**src/sv/u8v_pkg.sv**
```systemverilog
package u8v_pkg;

	// Default width of the byte offset counters
	localparam int unsigned OFFSET_BITS_DEF = 32;

	// Width of the offset reported on the result channel
	localparam int unsigned REPORT_BITS = 32;

	// Result queue geometry
	localparam int unsigned QUEUE_DEPTH    = 2;
	localparam int unsigned QUEUE_IDX_BITS = $clog2(QUEUE_DEPTH);
	localparam int unsigned QUEUE_CNT_BITS = $clog2(QUEUE_DEPTH + 1);

	// Byte class boundaries
	localparam logic [7:0] ASCII_LIMIT = 8'h80;
	localparam logic [7:0] LEAD2_LO    = 8'hC2;
	localparam logic [7:0] LEAD2_HI    = 8'hDF;
	localparam logic [7:0] LEAD3_LO    = 8'hE0;
	localparam logic [7:0] LEAD3_HI    = 8'hEF;
	localparam logic [7:0] LEAD4_LO    = 8'hF0;
	localparam logic [7:0] LEAD4_HI    = 8'hF4;
	localparam logic [7:0] CONT_LO     = 8'h80;
	localparam logic [7:0] CONT_HI     = 8'hBF;

	// Leads that narrow the range of the second byte
	localparam logic [7:0] LEAD_E0 = 8'hE0;
	localparam logic [7:0] LEAD_ED = 8'hED;
	localparam logic [7:0] LEAD_F0 = 8'hF0;
	localparam logic [7:0] LEAD_F4 = 8'hF4;
	localparam logic [7:0] E0_SECOND_LO = 8'hA0;
	localparam logic [7:0] ED_SECOND_HI = 8'h9F;
	localparam logic [7:0] F0_SECOND_LO = 8'h90;
	localparam logic [7:0] F4_SECOND_HI = 8'h8F;

	// One result beat
	typedef struct packed {
		logic                   buffer_ok;
		logic [REPORT_BITS-1:0] scan_offset;
		logic                   truncated;
		logic [1:0]             bad_len;
	} res_t;

	// Head of the result queue as seen by the output stage
	typedef struct packed {
		logic avail;
		res_t data;
	} q_head_t;

endpackage

```
**src/sv/u8v_stream_if.sv**
```systemverilog
interface u8v_byte_if;
	logic       valid;
	logic       ready;
	logic [7:0] data_byte;
	logic       last_byte;

	modport source (output valid, output data_byte, output last_byte, input ready);
	modport sink (input valid, input data_byte, input last_byte, output ready);
endinterface

interface u8v_result_if;
	logic        valid;
	logic        ready;
	logic        buffer_ok;
	logic [31:0] scan_offset;
	logic        truncated;
	logic [1:0]  bad_len;

	modport source (output valid, output buffer_ok, output scan_offset, output truncated,
		output bad_len, input ready);
	modport sink (input valid, input buffer_ok, input scan_offset, input truncated,
		input bad_len, output ready);
endinterface

```
**src/sv/u8v_front.sv**
```systemverilog
module u8v_front #(
	parameter int unsigned OFFSET_BITS = u8v_pkg::OFFSET_BITS_DEF
) (
	input  logic          clk,
	input  logic          arst_n,
	u8v_byte_if.sink      bytes,
	input  logic          q_full,
	output logic          push,
	output u8v_pkg::res_t push_data
);
	import u8v_pkg::*;

	localparam logic [OFFSET_BITS-1:0] OFF_MAX = '1;

	logic [OFFSET_BITS-1:0] off_q;
	logic [OFFSET_BITS-1:0] seq_start_q;
	logic [1:0]             rem_q;
	logic [1:0]             pos_q;
	logic [7:0]             lead_q;
	logic                   err_rep_q;

	logic                   accept;
	logic [7:0]             b;
	logic                   last;
	logic [OFFSET_BITS-1:0] next_pos;
	logic [OFFSET_BITS-1:0] seq_n;
	logic [1:0]             rem_n;
	logic [1:0]             pos_n;
	logic [7:0]             lead_n;
	logic                   err;
	logic [OFFSET_BITS-1:0] err_at;
	logic [1:0]             err_len;
	logic [7:0]             lo;
	logic [7:0]             hi;
	logic [OFFSET_BITS-1:0] rep_src;
	logic [REPORT_BITS-1:0] rep_off;

	// Take a beat whenever the queue has room
	assign bytes.ready = !q_full;
	assign accept      = bytes.valid && bytes.ready;
	assign b           = bytes.data_byte;
	assign last        = bytes.last_byte;

	// Advance the offset, saturating at the top
	assign next_pos = (off_q == OFF_MAX) ? off_q : off_q + OFFSET_BITS'(1);

	// Bounds of the expected continuation byte
	always_comb begin
		lo = CONT_LO;
		hi = CONT_HI;
		if (pos_q == 2'd1) begin
			case (lead_q)
				LEAD_E0: lo = E0_SECOND_LO;
				LEAD_ED: hi = ED_SECOND_HI;
				LEAD_F0: lo = F0_SECOND_LO;
				LEAD_F4: hi = F4_SECOND_HI;
				default: ;
			endcase
		end
	end

	// Classify the byte and compute the sequence state it leaves
	always_comb begin
		rem_n   = rem_q;
		pos_n   = pos_q;
		lead_n  = lead_q;
		seq_n   = seq_start_q;
		err     = 1'b0;
		err_at  = off_q;
		err_len = 2'd0;
		if (rem_q == 2'd0) begin
			if (b < ASCII_LIMIT) begin
				rem_n = 2'd0;
			end else if (b >= LEAD2_LO && b <= LEAD2_HI) begin
				rem_n = 2'd1;
			end else if (b >= LEAD3_LO && b <= LEAD3_HI) begin
				rem_n = 2'd2;
			end else if (b >= LEAD4_LO && b <= LEAD4_HI) begin
				rem_n = 2'd3;
			end else begin
				err     = 1'b1;
				err_len = 2'd1;
			end
			if (!err && rem_n != 2'd0) begin
				pos_n  = 2'd1;
				lead_n = b;
				seq_n  = off_q;
			end
		end else if (b < lo || b > hi) begin
			err     = 1'b1;
			err_at  = seq_start_q;
			err_len = pos_q;
		end else begin
			rem_n = rem_q - 2'd1;
			pos_n = (rem_q == 2'd1) ? 2'd0 : pos_q + 2'd1;
		end
	end

	// Pick the offset to report and clamp it to the report width
	assign rep_src = err ? err_at : ((rem_n != 2'd0) ? seq_n : next_pos);

	generate
		if (OFFSET_BITS > REPORT_BITS) begin : g_clamp
			assign rep_off = (|rep_src[OFFSET_BITS-1:REPORT_BITS]) ? '1
				: rep_src[REPORT_BITS-1:0];
		end else begin : g_extend
			assign rep_off = REPORT_BITS'(rep_src);
		end
	endgenerate

	// Emit one result at the first error or at the end of the buffer
	assign push                  = accept && !err_rep_q && (err || last);
	assign push_data.buffer_ok   = !err && (rem_n == 2'd0);
	assign push_data.truncated   = !err && (rem_n != 2'd0);
	assign push_data.bad_len     = err ? err_len : 2'd0;
	assign push_data.scan_offset = rep_off;

	// Update the buffer state; drop it at the last beat
	always_ff @(posedge clk or negedge arst_n) begin
		if (!arst_n) begin
			off_q       <= '0;
			seq_start_q <= '0;
			rem_q       <= '0;
			pos_q       <= '0;
			lead_q      <= '0;
			err_rep_q   <= 1'b0;
		end else if (accept) begin
			if (last) begin
				off_q       <= '0;
				seq_start_q <= '0;
				rem_q       <= '0;
				pos_q       <= '0;
				lead_q      <= '0;
				err_rep_q   <= 1'b0;
			end else if (!err_rep_q) begin
				off_q       <= next_pos;
				seq_start_q <= seq_n;
				rem_q       <= rem_n;
				pos_q       <= pos_n;
				lead_q      <= lead_n;
				err_rep_q   <= err;
			end
		end
	end

`ifndef SYNTHESIS
	a_quiet_after_error: assert property (@(posedge clk) disable iff (!arst_n)
		err_rep_q |-> !push)
		else $error("result pushed after an error was already reported");
	a_seq_counts_agree: assert property (@(posedge clk) disable iff (!arst_n)
		((rem_q == 2'd0) == (pos_q == 2'd0)))
		else $error("remaining and position counts disagree");
	a_mid_error_marks: assert property (@(posedge clk) disable iff (!arst_n)
		push && !last |=> err_rep_q)
		else $error("error before the last beat did not set the error flag");
	a_last_clears: assert property (@(posedge clk) disable iff (!arst_n)
		accept && last |=> (off_q == '0) && !err_rep_q && (rem_q == 2'd0))
		else $error("state not cleared after the last beat");
`endif

endmodule

```
**src/sv/u8v_fifo.sv**
```systemverilog
module u8v_fifo (
	input  logic             clk,
	input  logic             arst_n,
	input  logic             push,
	input  u8v_pkg::res_t    push_data,
	input  logic             pop,
	output logic             full,
	output u8v_pkg::q_head_t head
);
	import u8v_pkg::*;

	res_t                      mem_q [QUEUE_DEPTH];
	logic [QUEUE_IDX_BITS-1:0] wr_ptr_q;
	logic [QUEUE_IDX_BITS-1:0] rd_ptr_q;
	logic [QUEUE_CNT_BITS-1:0] cnt_q;

	assign full       = (cnt_q == QUEUE_CNT_BITS'(QUEUE_DEPTH));
	assign head.avail = (cnt_q != '0);
	assign head.data  = mem_q[rd_ptr_q];

	// Store the pushed result
	always_ff @(posedge clk) begin
		if (push) begin
			mem_q[wr_ptr_q] <= push_data;
		end
	end

	// Advance pointers and track the fill level
	always_ff @(posedge clk or negedge arst_n) begin
		if (!arst_n) begin
			wr_ptr_q <= '0;
			rd_ptr_q <= '0;
			cnt_q    <= '0;
		end else begin
			if (push) begin
				wr_ptr_q <= wr_ptr_q + QUEUE_IDX_BITS'(1);
			end
			if (pop) begin
				rd_ptr_q <= rd_ptr_q + QUEUE_IDX_BITS'(1);
			end
			if (push && !pop) begin
				cnt_q <= cnt_q + QUEUE_CNT_BITS'(1);
			end else if (pop && !push) begin
				cnt_q <= cnt_q - QUEUE_CNT_BITS'(1);
			end
		end
	end

endmodule

```
**src/sv/u8v_back.sv**
```systemverilog
module u8v_back (
	input  logic             clk,
	input  logic             arst_n,
	input  u8v_pkg::q_head_t head,
	output logic             pop,
	u8v_result_if.source     results
);
	import u8v_pkg::*;

	logic valid_q;
	res_t data_q;

	// Load the output register when it is empty or being drained
	assign pop = head.avail && (!valid_q || results.ready);

	always_ff @(posedge clk or negedge arst_n) begin
		if (!arst_n) begin
			valid_q <= 1'b0;
		end else if (pop) begin
			valid_q <= 1'b1;
		end else if (results.ready) begin
			valid_q <= 1'b0;
		end
	end

	// Hold the payload until the beat is taken
	always_ff @(posedge clk) begin
		if (pop) begin
			data_q <= head.data;
		end
	end

	assign results.valid       = valid_q;
	assign results.buffer_ok   = data_q.buffer_ok;
	assign results.scan_offset = data_q.scan_offset;
	assign results.truncated   = data_q.truncated;
	assign results.bad_len     = data_q.bad_len;

endmodule

```
**src/sv/utf8_stream_validator_core.sv**
```systemverilog
// Channel   Dir  Payload                                      Handshake
// bytes     in   data_byte[7:0], last_byte                    valid / ready
// results   out  buffer_ok, scan_offset[31:0], truncated,     valid / ready
//                bad_len[1:0]
//
// One byte is taken per clock; each beat is classified in the same cycle it is
// accepted, so the byte loop runs at one beat per cycle.
// A result enters a two-entry queue at the edge that accepts its byte, and
// moves to the registered output stage when it is empty or being drained.
// The byte side stalls only when the queue is full; reset is asynchronous
// and returns the validator to the start of a buffer with nothing queued.
module utf8_stream_validator_core #(
	parameter int unsigned OFFSET_BITS = u8v_pkg::OFFSET_BITS_DEF
) (
	input  logic         clk,
	input  logic         arst_n,
	u8v_byte_if.sink     bytes,
	u8v_result_if.source results
);
	import u8v_pkg::*;

	logic    push;
	res_t    push_data;
	logic    pop;
	logic    q_full;
	q_head_t head;

	// Classify bytes and track the open sequence
	u8v_front #(
		.OFFSET_BITS(OFFSET_BITS)
	) u_front (
		.clk      (clk),
		.arst_n   (arst_n),
		.bytes    (bytes),
		.q_full   (q_full),
		.push     (push),
		.push_data(push_data)
	);

	// Queue results between the two sides
	u8v_fifo u_fifo (
		.clk      (clk),
		.arst_n   (arst_n),
		.push     (push),
		.push_data(push_data),
		.pop      (pop),
		.full     (q_full),
		.head     (head)
	);

	// Drive the result channel
	u8v_back u_back (
		.clk    (clk),
		.arst_n (arst_n),
		.head   (head),
		.pop    (pop),
		.results(results)
	);

endmodule
```
**src/flat_wrapper.sv**
```systemverilog
// flat-port wrapper written by rule: the top's interface ports become plain ports
module utf8_stream_validator_core_flat import u8v_pkg::*;
#(
	parameter int unsigned OFFSET_BITS = u8v_pkg::OFFSET_BITS_DEF
)
  (clk, arst_n, bytes_valid, bytes_data_byte, bytes_last_byte, bytes_ready, results_valid, results_buffer_ok, results_scan_offset, results_truncated, results_bad_len, results_ready);
  u8v_byte_if bytes_i ();
  u8v_result_if results_i ();
  input  logic clk;
  input  logic arst_n;
  input wire logic [$bits(bytes_i.valid)-1:0] bytes_valid;
  input wire logic [$bits(bytes_i.data_byte)-1:0] bytes_data_byte;
  input wire logic [$bits(bytes_i.last_byte)-1:0] bytes_last_byte;
  output wire logic [$bits(bytes_i.ready)-1:0] bytes_ready;
  output wire logic [$bits(results_i.valid)-1:0] results_valid;
  output wire logic [$bits(results_i.buffer_ok)-1:0] results_buffer_ok;
  output wire logic [$bits(results_i.scan_offset)-1:0] results_scan_offset;
  output wire logic [$bits(results_i.truncated)-1:0] results_truncated;
  output wire logic [$bits(results_i.bad_len)-1:0] results_bad_len;
  input wire logic [$bits(results_i.ready)-1:0] results_ready;
  assign bytes_i.valid = bytes_valid;
  assign bytes_i.data_byte = bytes_data_byte;
  assign bytes_i.last_byte = bytes_last_byte;
  assign bytes_ready = bytes_i.ready;
  assign results_valid = results_i.valid;
  assign results_buffer_ok = results_i.buffer_ok;
  assign results_scan_offset = results_i.scan_offset;
  assign results_truncated = results_i.truncated;
  assign results_bad_len = results_i.bad_len;
  assign results_i.ready = results_ready;
  utf8_stream_validator_core #(.OFFSET_BITS(OFFSET_BITS)) u_core (.clk(clk), .arst_n(arst_n), .bytes(bytes_i), .results(results_i));
endmodule
```
**config.mk**
```make
export PLATFORM = sky130hd
export DESIGN_NAME = utf8_stream_validator_core_flat
export DESIGN_NICKNAME = d
export VERILOG_FILES = /design/src/sv/u8v_pkg.sv /design/src/sv/u8v_stream_if.sv /design/src/sv/u8v_front.sv /design/src/sv/u8v_fifo.sv /design/src/sv/u8v_back.sv /design/src/sv/utf8_stream_validator_core.sv /design/src/flat_wrapper.sv
export SDC_FILE = /design/constraint.sdc
export NUM_CORES = 1
export LEC_CHECK = 0
export ABC_CLOCK_PERIOD_IN_PS = 5730
export BUFFER_PORTS_ARGS = -buffer_cell sky130_fd_sc_hd__buf_2
export CELL_PAD_IN_SITES_DETAIL_PLACEMENT = 0
export CELL_PAD_IN_SITES_GLOBAL_PLACEMENT = 2
export CORE_UTILIZATION = 42
export DETAILED_ROUTE_END_ITERATION = 16
export PLACE_DENSITY = 0.88
export SYNTH_ARGS = -nofsm -noshare
export SYNTH_HDL_FRONTEND = slang
export SYNTH_SLANG_ARGS = --single-unit
```
**constraint.sdc**
```tcl
create_clock -name clk -period 5.73 [get_ports clk]
set_input_delay 0.8595 -clock clk [delete_from_list [all_inputs] [get_ports clk]]
set_output_delay 0.8595 -clock clk [all_outputs]
set_load 0.05 [all_outputs]
```
# Yosys cells after proc, flatten, opt, wreduce, memory -nomap -nowiden
# Memory sizes are Yosys's and may differ from the RTL's. A register that Yosys moved wholly into a read port is not among the register bits.
# Index checks and enable logic that the tools add are counted.
# totals
output_inout_bits	38
ff_bits	82
ramBits	72
memories	1
wordCells	128
# mem_list
name	depth	word_bits	rd	rd_ports_with_merged_regs	write_ports	line	rtl
u_core.u_fifo.mem_q	2	36	1	1	1	u8v_fifo.sv:12	res_t mem_q [QUEUE_DEPTH];
# op_classes
n_addsub	7
n_eq_ne	11
n_reduce_logical	34
magnitude_cmp	9
n_mux	56
# op_table
op	n
2-to-1 mux 32 bit	11
2-to-1 mux 2 bit	20
2-to-1 mux 8 bit	5
adder 32 x 1 -> 32 bit (second input constant)	1
equality test 32 bit (second input constant)	1
equality test 8 bit (second input constant)	4
greater-or-equal comparator 8 bit (second input constant)	3
<= comparator 8 bit (second input constant)	3
case mux 6 bit (2 select lines)	2
2-to-1 mux 1 bit	17
nonzero test 2 bit	7
logical AND 1 bit	12
> comparator 8 bit	1
< comparator 8 bit	1
< comparator 8 bit (second input constant)	1
AND reduction 4 bit	2
zero test 1 bit	7
2-to-1 mux 6 bit	1
adder 2 x 1 -> 2 bit (second input constant)	2
equality test 2 x 1 -> 1 bit (second input constant)	2
zero test 2 bit	2
subtractor 2 x 1 -> 2 bit (second input constant)	2
logical OR 1 bit	3
!= test 3 x 2 -> 1 bit (second input constant)	1
5 further kinds	6

# Longest topological paths before layout
# depth
word_depth	14
mapped_depth	16

# Modules after synthesis
# Synthesis repeated with hierarchy kept, for this count alone.
# hier_totals
cells_unflattened	753
hier_area_um2	9192.6
# by_module_without_submodules
module	area_per_inst_um2	seq_area_each_um2	cells_per_inst	instances
u8v_front	5131.2	1926.8	585	1
u8v_fifo	2936.6	2262.2	128	1
u8v_back	1124.8	1106.1	40	1

# Least setup slack after synthesis
# OpenSTA, ideal clock, no wires.
# synth_timing
path_kind	register to register
start	register u_core.u_front.pos_q[1]
end	memory u_core.u_fifo.mem_q[0][0] (netlist name), enable pin
required_time_ps	5301
synth_period_minus_slack_ps	4424
n_path_buf	0
setup_time_ps	429
t_arrival_ps	3995
slack_ps	1306
stages_incl_launch_ff	12
path_cell_list	dfrtp_1 > inv_1 > ha_1 > and4bb_2 > nand2_1 > or3_1 > ha_1 > or2_2 > a31oi_1 > or2_1 > o21ai_0 > nor2_1
# synth_between
elab_chain_cells	10
word_cells_on_any_way	12
classes_between	order compare: 2; eq/ne: 1; mux: 6; reduce/logical: 3
# synth_rtl
item	line	rtl
start, declared	u8v_front.sv:18	logic [1:0] pos_q;
start signal, assigned	u8v_front.sv:139	pos_q <= pos_n;
equality test 2 x 1 -> 1 bit (*)	u8v_front.sv:51	if (pos_q == 2'd1) begin
2-to-1 mux 8 bit or 2-to-1 mux 6 bit (tied branches)	u8v_front.sv:51	
< comparator 8 bit or > comparator 8 bit (tied branches)	u8v_front.sv:89	end else if (b < lo || b > hi) begin
logical OR 1 bit (*)	u8v_front.sv:89	
2-to-1 mux 1 bit (*)	u8v_front.sv:89	
2-to-1 mux 1 bit (*)	u8v_front.sv:71	if (rem_q == 2'd0) begin
logical OR 1 bit (*)	u8v_front.sv:112	assign push = accept && !err_rep_q && (err || last);
logical AND 1 bit (*)	u8v_front.sv:112	
2-to-1 mux 1 bit (*)	u8v_fifo.sv:23	if (push) begin
2-to-1 mux 1 bit (implied by the code) (*)	u8v_fifo.sv:24	mem_q[wr_ptr_q] <= push_data;
end, declared	u8v_fifo.sv:12	
# Mark *: on every way between the ends. The rest lies on a longest branch, timed or not.

==> impl_metrics.py <==
metrics = {
    "run_status": {
        "outcome": "completed",
    },
    "yosys": {
        "yosysTopAreaCell": "edfxtp_1",
        "ys_seq_area_share_pct": 59.35,
        "yosysUniqueCellTypes": 73,
        "syn_area_per_cell_um2": 12.31,
        "syn-num-nets": 746,
        "async_flop_share_pct": 43.16,
        "synth.top_cell.area_share_pct": 36.35,
        "synth_top_cells_by_area": "edfxtp_1, dfrtp_1, mux2_2",
        "synth-edff-count": 108,
        "synthFlopType": "edfxtp_1",
        "ys_ff_latch": 190,
        "yosysWarnings": 0,
        "synth_cells": 725,
        "synth_area_um2": 8922,
    },
    "power_and_ir_drop": {
        "power.density_nw_per_um2": 473.8,
        "total_power_mw": 4.722,
        "peakVddDrop_uv": 208.4,
        "leakage_nw": 3.892,
    },
    "critical_path": {
        "worstSetupPathType": "reg2reg",
        "worst_path_max_delay_cell": "a21o_1",
        "worst_r2r_path_depth": 14,
        "end_kind": "flip-flop",
        "cp.required_ps": 5900,
        "cp_slowest_stage_delay_ps": 660,
        "startpoint_type": "flip-flop",
        "cp.arrival_ps": 4480,
        "crit_fanout": 21,
        "path_cells": "inv_1 > ha_1 > and4bb_2 > nand2_1 > or3_1 > ha_1 > nor3b_1 > nand4b_1 > a31o_1 > a31oi_1 > a21o_1 > inv_1 > a21o_1 > a221o_1",
    },
    "floorplan": {
        "start_util_pct": 43.40,
        "die-height_um": 147.8,
        "rows": 52,
        "die_width_um": 147.8,
        "core_area_um2": 20560,
        "die-area_um2": 21830,
        "ios": 51,
    },
    "sta": {
        "tightest_slew_ps": 1191,
        "fmax_mhz": 232.2,
        "rsz0062_at_grt": "no",
        "relSlewSlack_pct": 20.43,
        "fin_crit_ps": 4307,
        "period_share_pct": 75.17,
        "hold_violations": 0,
        "drv_slew": 0,
        "finClkSkew_ps": 17.72,
        "finalSetupViolations": 0,
        "finalSetupTns_ps": 0,
    },
    "route": {
        "drtAntennaViolNets": 0,
        "route.detailed.drc": 0,
        "routed_wl_mm": 21.14,
        "num_vias": 6221,
        "dr.pass1.iters": 5,
        "vias_per_cell": 6.011,
        "drt_iter0_markers": 412,
        "wire_per_inst_um": 20.43,
    },
    "grt": {
        "grt_pass1_vias": 6209,
        "grt_antenna_before_repair": 0,
        "grt_pass1_wl_mm": 33.86,
        "grt_usage_pct": 20.28,
        "grt-ovfl-total": 0,
        "grt_max_degree": 57,
    },
    "cts": {
        "clockBufferDepth": 2,
        "ctsHoldBuffers": 0,
        "cts_tree": "yes",
        "htreeDepth": 4,
        "root_buffer": "clkbuf_16",
        "cts_setup_buffers": 0,
        "post_cts_resized": 0,
        "cts_sinks": 190,
        "cts-buffers-inserted": 17,
        "clkTransAtPathRegs_ps": 80,
        "clock_latency_ps": 440,
    },
    "worst_hold_path": {
        "min_path_type": "in2async",
    },
    "place": {
        "dp.final_hpwl_mm": 13.21,
        "gp_congestion": 0.8412,
        "port_buffers": 50,
    },
    "job": {
        "drv_cap": 0,
    },
    "layout": {
        "fin_nets": 773,
        "diodes": 0,
        "final_core_util_pct": 48.48,
        "drive_gt1_share_pct": 21.31,
        "area.growth.synth_to_final_pct": 11.71,
    },
}
layout by cell type, fill, tap and decap left out, types with 5 or more instances in the layout:
cell type  synthesis  routed
dfrtp_1           82      82
or2_2              7       7
edfxtp_1         108     108
nand4_1           13      13
a21o_1            13      13
and2_1             7       7
a22o_1            31      31
nand3_1           12      12
inv_1             12      12
o21ai_0           55      55
nor3_1            20      20
ha_1               8       8
a221o_1           25      25
and4_1             5       5
clkbuf_16          0      17
o31ai_1           25      25
buf_2              6      49
and3_1            10      10
a31oi_1            7       7
buf_4              3      10
nand2_1           42      42
nand2b_1          12      12
xnor2_1            5       5
nor2_1            41      39
a21oi_1           25      25
or3_1              5       5
mux2_2            38      38
per-layer routing:
layer | up-vias | part of all wire [%] | GRT usage (%)
met5 | - | 0 | 0
met4 | 0 | 2.1 | 7.887
met3 | 40 | 5.2 | 3.704
met2 | 203 | 49 | 34.43
met1 | 3118 | 43 | 25.70
li1 | 2860 | - | -
flip-flops by register name, summed over array words and instances (netlist names), 8 cells and up:
name / count
u_core.u_back.results.scan_offset: 32
u_core.u_fifo.mem_q: 72
u_core.u_front.lead_q: 8
u_core.u_front.off_q: 32
u_core.u_front.seq_start_q: 32
through the flow:
stage / area [um2] / worst slack [ps] / hold WS, ps / std cells
3_5_place_dp: 9351 / 1429 / 467.1 / 1003
2_1_floorplan: 8922 / 1306 / 442.3 / 725
4_1_cts: 9967 / 1419 / 376.8 / 1035
5_1_grt: 9967 / 1109 / 388.3 / 1035
6_report: 9967 / 1423 / 370.1 / 1035
3_3_place_gp: 9351 / 1478 / 459.9 / 1003
critical path: cells and delay by family, from the launching register on:
| kind | cells | cell delay [ps] |
|---|---|---|
| flops | 1 | 390 |
| simple gates | 5 | 990 |
| fa+ha+maj | 2 | 360 |
| buf+inv | 2 | 510 |
| compound gates | 5 | 1800 |
cell usage after synthesis, types with 8 or more instances:
cell type / number
nand3_1: 12
ha_1: 8
o21ai_0: 55
dfrtp_1: 82
and3_1: 10
edfxtp_1: 108
nor2_1: 41
a21o_1: 13
inv_1: 12
clkbuf_1: 30
nand4_1: 13
a22o_1: 31
nand2_1: 42
nand2b_1: 12
a21oi_1: 25
o31ai_1: 25
a221o_1: 25
nor3_1: 20
mux2_2: 38
cells by family (layout without fill, tap and decap cells):
group                    Yosys count  count (layout)  synth area share (%)
multiplexers                      41              41                 5.133
buffers and inverters             63             103                 3.365
AO/OA/AOI/OAI                    212             212                 17.23
XOR/XNOR                          10              10                 1.066
flip-flops                       190             190                 59.35
adder cells (fa/ha/maj)            8               8                 1.122
AND/OR/NAND/NOR                  201             201                 12.73
worst paths after layout:
check                           slack, ps                        endpoint                      from
worst min register to register        480        u_core.u_front.lead_q[1]  u_core.u_front.lead_q[1]
min in group clk                      480        u_core.u_front.lead_q[1]  u_core.u_front.lead_q[1]
max in group asynchronous            4310         u_core.u_front.off_q[3]                    arst_n
worst max register to register       1420      u_core.u_fifo.mem_q[0][22]   u_core.u_front.pos_q[1]
worst min-delay path                  370  u_core.u_front.seq_start_q[27]                    arst_n
worst max-delay path                 1420      u_core.u_fifo.mem_q[0][22]   u_core.u_front.pos_q[1]
cell type report:
| class | count | area (um2) |
|---|---|---|
| fillers | 1840 | 10590 |
| clock inverters | 15 | 190.2 |
| clock buffers | 17 | 425.4 |
| repair buffers | 59 | 320.3 |
| flip-flops and latches | 190 | 5295 |
| well taps | 270 | 337.8 |
| inverters | 12 | 45.04 |
| multi-input cells | 472 | 3353 |
power breakdown:
part | leakage, nW | switching, mW | internal, mW
clock | 0.300 | 0.582 | 0.631
combinational | 1.45 | 1.19 | 0.412
sequential | 2.14 | 0.111 | 1.79
total | 3.89 | 1.89 | 2.84
(Power assumes the default switching activity.)
